===== src/rtl/hsk_pkg.sv =====
// Shared types and constants for the heap sort key block.
`default_nettype none
package hsk_pkg;

  localparam int KEY_W        = 64;
  localparam int CAPACITY_DEF = 64;
  localparam int KEY_BYTES_DEF = 8;

  typedef enum logic [3:0] {
    ST_IDLE,
    ST_BUILD_RD,
    ST_BUILD_LD,
    ST_SIFT_RD,
    ST_SIFT_CMP,
    ST_SWAP_RD,
    ST_SWAP_WR,
    ST_OUT_RD,
    ST_OUT_LD
  } state_t;

  typedef enum logic [1:0] {
    PICK_NODE,
    PICK_LEFT,
    PICK_RIGHT
  } pick_t;

endpackage
`default_nettype wire


===== src/rtl/hsk_pick.sv =====
// Compare unit: picks the largest of a node and its two children.
`default_nettype none
module hsk_pick #(
  parameter int DW = hsk_pkg::KEY_W
) (
  input  wire logic [DW-1:0] cur,
  input  wire logic [DW-1:0] left,
  input  wire logic [DW-1:0] right,
  input  wire logic          left_ok,
  input  wire logic          right_ok,
  output hsk_pkg::pick_t     sel
);

  logic l_gt_c;
  logic r_gt_c;
  logic r_gt_l;
  logic take_l;
  logic take_r;

  // three compares side by side, then a small select
  assign l_gt_c = left > cur;
  assign r_gt_c = right > cur;
  assign r_gt_l = right > left;
  assign take_l = left_ok && l_gt_c;
  assign take_r = right_ok && (take_l ? r_gt_l : r_gt_c);

  always_comb begin
    if (take_r) begin
      sel = hsk_pkg::PICK_RIGHT;
    end else if (take_l) begin
      sel = hsk_pkg::PICK_LEFT;
    end else begin
      sel = hsk_pkg::PICK_NODE;
    end
  end

endmodule
`default_nettype wire


===== config.mk =====
export PLATFORM = sky130hd
export DESIGN_NAME = hsk_pick
export DESIGN_NICKNAME = d
export VERILOG_FILES = /design/src/rtl/hsk_pkg.sv /design/src/rtl/hsk_pick.sv
export SDC_FILE = /design/constraint.sdc
export NUM_CORES = 1
export LEC_CHECK = 0
export ABC_CLOCK_PERIOD_IN_PS = 3400
export BUFFER_PORTS_ARGS = -buffer_cell sky130_fd_sc_hd__buf_2
export CORE_AREA = 2 2 126 79
export DETAILED_ROUTE_END_ITERATION = 8
export DIE_AREA = 0 0 128 81
export PLACE_DENSITY = 0.81
export SETUP_SLACK_MARGIN = 0.15
export SLEW_MARGIN = 20
export SYNTH_ARGS = -nofsm -noshare
export SYNTH_HDL_FRONTEND = slang
export SYNTH_SLANG_ARGS = --single-unit
export TNS_END_PERCENT = 30

===== constraint.sdc =====
create_clock -name vclk -period 3.4
set_clock_uncertainty 0.15 [all_clocks]
set_input_delay 0.17 -clock vclk [all_inputs]
set_output_delay 0.17 -clock vclk [all_outputs]
set_load 0.1 [all_outputs]

Word-level counts from Yosys, hierarchy flattened
Cells that the tools add are included.
W data, S select, Z words.
{"block": "totals", "register_bits": 0, "latchBits": 0, "mem_bits_rw": 0, "rom_bits": 0, "inputBits": 194, "output_inout_bits": 2, "memories": 0}
{"block": "op_classes", "n_addsub": 0, "multipliers": 0, "div_mod_pow": 0, "magnitude_cmp": 3, "n_eq_ne": 0, "shift": 0, "muxes": 3, "bitwise": 0, "reduce_logical": 2}
{"op": "$gt A64 B64 Y1", "count": 3}
{"op": "$logic_and A1 B1 Y1", "count": 2}
{"op": "$mux W1", "count": 2}
{"op": "$mux W2", "count": 1}

Logic depth before layout (Yosys ltp)
{"block": "depth", "depth_word": 5, "mapped_depth": 10}

Worst setup path after synthesis
No wires, ideal clock.
{"block": "synth_path", "kind": "input to output", "startpoint": "input port left[1]", "endpoint": "output port sel[0]", "arrival_ps": 2998, "t_required_ps": 3080, "setup_slack_ps": 82, "stages": 9, "cell_sequence": "inv_1 > ha_1 > nor2b_1 > o211ai_1 > a21oi_1 > or4b_2 > a31oi_1 > a31oi_1 > nor2b_1"}
{"block": "synth_via", "elab_chain_len": 5}
{"element": "from (decl)", "line_no": "hsk_pick.sv:7", "text": "input wire logic [DW-1:0] left,"}
{"element": "$gt A64 B64 Y1", "line_no": "hsk_pick.sv:21", "text": "assign l_gt_c = left > cur;"}
{"element": "$logic_and A1 B1 Y1", "line_no": "hsk_pick.sv:24", "text": "assign take_l = left_ok && l_gt_c;"}
{"element": "$mux W1", "line_no": "hsk_pick.sv:25", "text": "assign take_r = right_ok && (take_l ? r_gt_l : r_gt_c);"}
{"element": "$logic_and A1 B1 Y1", "line_no": "hsk_pick.sv:25"}
{"element": "$mux W2 *", "line_no": "hsk_pick.sv:28", "text": "if (take_r) begin"}
{"element": "to (decl)", "line_no": "hsk_pick.sv:11", "text": "output hsk_pkg::pick_t sel"}
Every way passes the cells marked *; elsewhere a longest branch is shown, timed or not.

Worst setup path after layout
{"block": "layout_path", "startpoint": "input port cur[30]", "endpoint": "output port sel[0]"}
{"block": "layout_via", "elab_chain_len": 5}
{"element": "from (decl)", "line_no": "hsk_pick.sv:6", "text": "input wire logic [DW-1:0] cur,"}
{"element": "$gt A64 B64 Y1", "line_no": "hsk_pick.sv:21"}
{"element": "$logic_and A1 B1 Y1", "line_no": "hsk_pick.sv:24"}
{"element": "$mux W1", "line_no": "hsk_pick.sv:25"}
{"element": "$logic_and A1 B1 Y1", "line_no": "hsk_pick.sv:25"}
{"element": "$mux W2 *", "line_no": "hsk_pick.sv:28"}
Marked as above.

==> flow_summary.ini <==
[worst_setup_path]
slowest_stage = nor4_1
crit_start = cur[30]
cp-end-kind = output pin
critPathKind = input port to output pin
crit_chain = buf_2 -> inv_1 -> ha_1 -> nand4_1 -> nor4_1 -> o41a_1 -> nor4_1 -> o31ai_1 -> nor2b_2 -> buf_2
slowest_delay_ps = 660
crit_arrival_ps = 2770
crit_end = sel[0]
required_ps = 3080
critPathTopFamily = simple AND/OR/NAND/NOR gates
startpoint_type = input port
path_depth = 10
crit_buf_inv = 3
cp_max_fo = 3

[die]
rows = 28
die_w_um = 128
dieArea_um2 = 10400
initial_core_util_pct = 49.1
die_y_um = 81
core_area_um2 = 9390
num_io_pins = 196

[synthesis]
synth_xor_area_share_pct = 0
syn_area_um2 = 4610
syn_area_per_cell_um2 = 7.39
syn_inst = 624
synth_nets = 1010
synthAdderAreaFrac_pct = 52.1
ys_types = 42
synth_top_family_by_area = adder cells
synth-simple-area-share_pct = 16.1
synth_warnings = 0
synth_compound_area_share_pct = 20.9
yosysSeqAreaShare_pct = 0
synth.area.mux_share_pct = 0.244

[global_route]
track_usage_pct = 24.7
grt_pass1_wl_um = 21200
grt_overflow = 0
antenna_found_initial = 0
grt_max_degree = 5
grt_pass1_vias = 4653

[sta]
fin_crit_sh_pct = 91.0
setup_tns_ps = 0
max_freq_ghz = 0.323
setup_viol = 0
finalCriticalPeriod_ps = 3090
relSlewSlack_pct = 53.0
hold_viol_final = 0
worstMarginPinSlew_ps = 699
rsz0062_at_grt = false
drv_slew = 0

[power_and_ir_drop]
comb_power_share_pct = 100.0
power_frac_clock_pct = 0
netSwitchingFraction_pct = 54.1
p_leak_nw = 3.51
p_int_mw = 0.305
power_density_nw_per_um2 = 115
vdd_ir_drop_max_uv = 54.0
seq_power_share_pct = 0
switchingPower_mw = 0.359

[routing]
ant_nets = 0
via_per_inst = 5.30
num_vias = 4991
post-route-drc-count = 0
drt_iter0_drc = 190
wl_per_cell_um = 14.0
first_pass_iters = 5
drt_wl_total_um = 13200

[placement]
dp_hpwl_um = 12400
dpl_cell_area_um2 = 5770
dp_cells = 941
portBuffers = 196
gp_congestion = 0.888

[cells_and_area]
seq_cell_count = 0
utilization_pct = 61.5
antenna_cells = 0
stdcell_area_um2 = 5780
num-nets-final = 1209
drive_gt1_share_pct = 25.2
n_clock_buffer = 0
syn2layout_area_growth_pct = 25.2
regArea_um2 = 0
stdcell_count = 941

[job]
cap_violations = 0

[clocking]
post-cts-setup-buffers = 0
cts_hold_buf = 0

[min_path]
hold_path.class = input port to output pin

[status]
status = complete, no violations
[cell families (layout without fill, tap and decap cells)]
group                      Yosys count  after routing
buffers and inverters              131            328
AOI/OAI and AO/OA                  157            157
and+or+nand+nor                    143            143
muxes                                1              1
adders and majority gates          192            192
[through the flow]
step,power [mW],hold slack (ps),worst slack (ps)
floorplan,0.402,645,598
global placement,0.644,784,453
detailed placement,0.655,783,375
CTS,0.660,783,375
global route,0.764,797,235
finish,0.664,773,306
[per-layer routing]
layer	share of wire [%]	up-vias	GRT usage [%]	wire, um
met5	0	-	0	0
met4	0.30	0	0.440	40
met2	39	162	38.4	5170
li1	-	2672	-	-
met3	6.1	6	1.45	801
met1	55	2151	38.9	7210
[power by group through the flow]
stage / Clock [mW] / Sequential [mW] / Combinational (mW)
2_1_floorplan: 0 / 0 / 0.402
3_3_place_gp: 0 / 0 / 0.644
3_5_place_dp: 0 / 0 / 0.655
4_1_cts: 0 / 0 / 0.660
5_1_grt: 0 / 0 / 0.764
6_report: 0 / 0 / 0.664
[layout make-up]
cell class | instances | area (um^2)
Fill cell | 909 | 3610
Timing Repair Buffer | 198 | 1010
Tap cell | 120 | 150
Inverter | 130 | 488
Multi-Input combinational cell | 493 | 4130
[layout by cell type (no fill, tap or decap), drive strengths merged, types with 2 or more instances in the layout]
| cell type | instances |
|---|---|
| and3 | 2 |
| or3 | 2 |
| o31ai | 5 |
| o2bb2ai | 2 |
| o21a | 5 |
| a211oi | 6 |
| a31oi | 2 |
| a221oi | 2 |
| buf | 198 |
| nor2 | 17 |
| o211ai | 5 |
| inv | 130 |
| nor4 | 8 |
| a2111oi | 4 |
| nor3 | 6 |
| o21ai | 24 |
| a21boi | 5 |
| a21o | 13 |
| nor2b | 6 |
| and4 | 2 |
| nand4 | 40 |
| ha | 192 |
| nand2 | 39 |
| nand3 | 18 |
| a21oi | 75 |
[how the worst min path moves through the flow]
| stage | start | endpoint | depth (start not counted) |
|---|---|---|---|
| after floorplan | right_ok | sel[0] | 3 |
| after global placement | right_ok | sel[1] | 4 |
| final | right_ok | sel[1] | 4 |
| after detailed placement | right_ok | sel[1] | 4 |
| after global routing | right_ok | sel[1] | 4 |
| after CTS | right_ok | sel[1] | 4 |
[Yosys cell counts, types with 2 or more instances]
library cell    n  area, um^2
a2111oi_0       4        35.0
a211oi_1        6        45.0
a21boi_0        5        37.5
a21o_1         13        97.6
a21oi_1        73         365
a21oi_2         2        17.5
a221oi_1        2        17.5
a31oi_1         2        12.5
and3_1          2        12.5
and4_1          2        17.5
ha_1          192        2400
inv_1         130         488
nand2_1        39         146
nand3_1        18        90.1
nand4_1        39         244
nor2_1         17        63.8
nor2b_1         6        37.5
nor3_1          6        30.0
nor4_1          8        50.1
o211ai_1        5        37.5
o21a_1          5        37.5
o21ai_0        23         115
o2bb2ai_1       2        17.5
o31ai_1         5        37.5
[timing repair]
item | in CTS | in global routing
setup endpoints to repair | 0 | 1
endpoints found under the hold margin | 0 | 0
gates resized for setup | 0 | 1
Power figures use the tool's default switching activity.
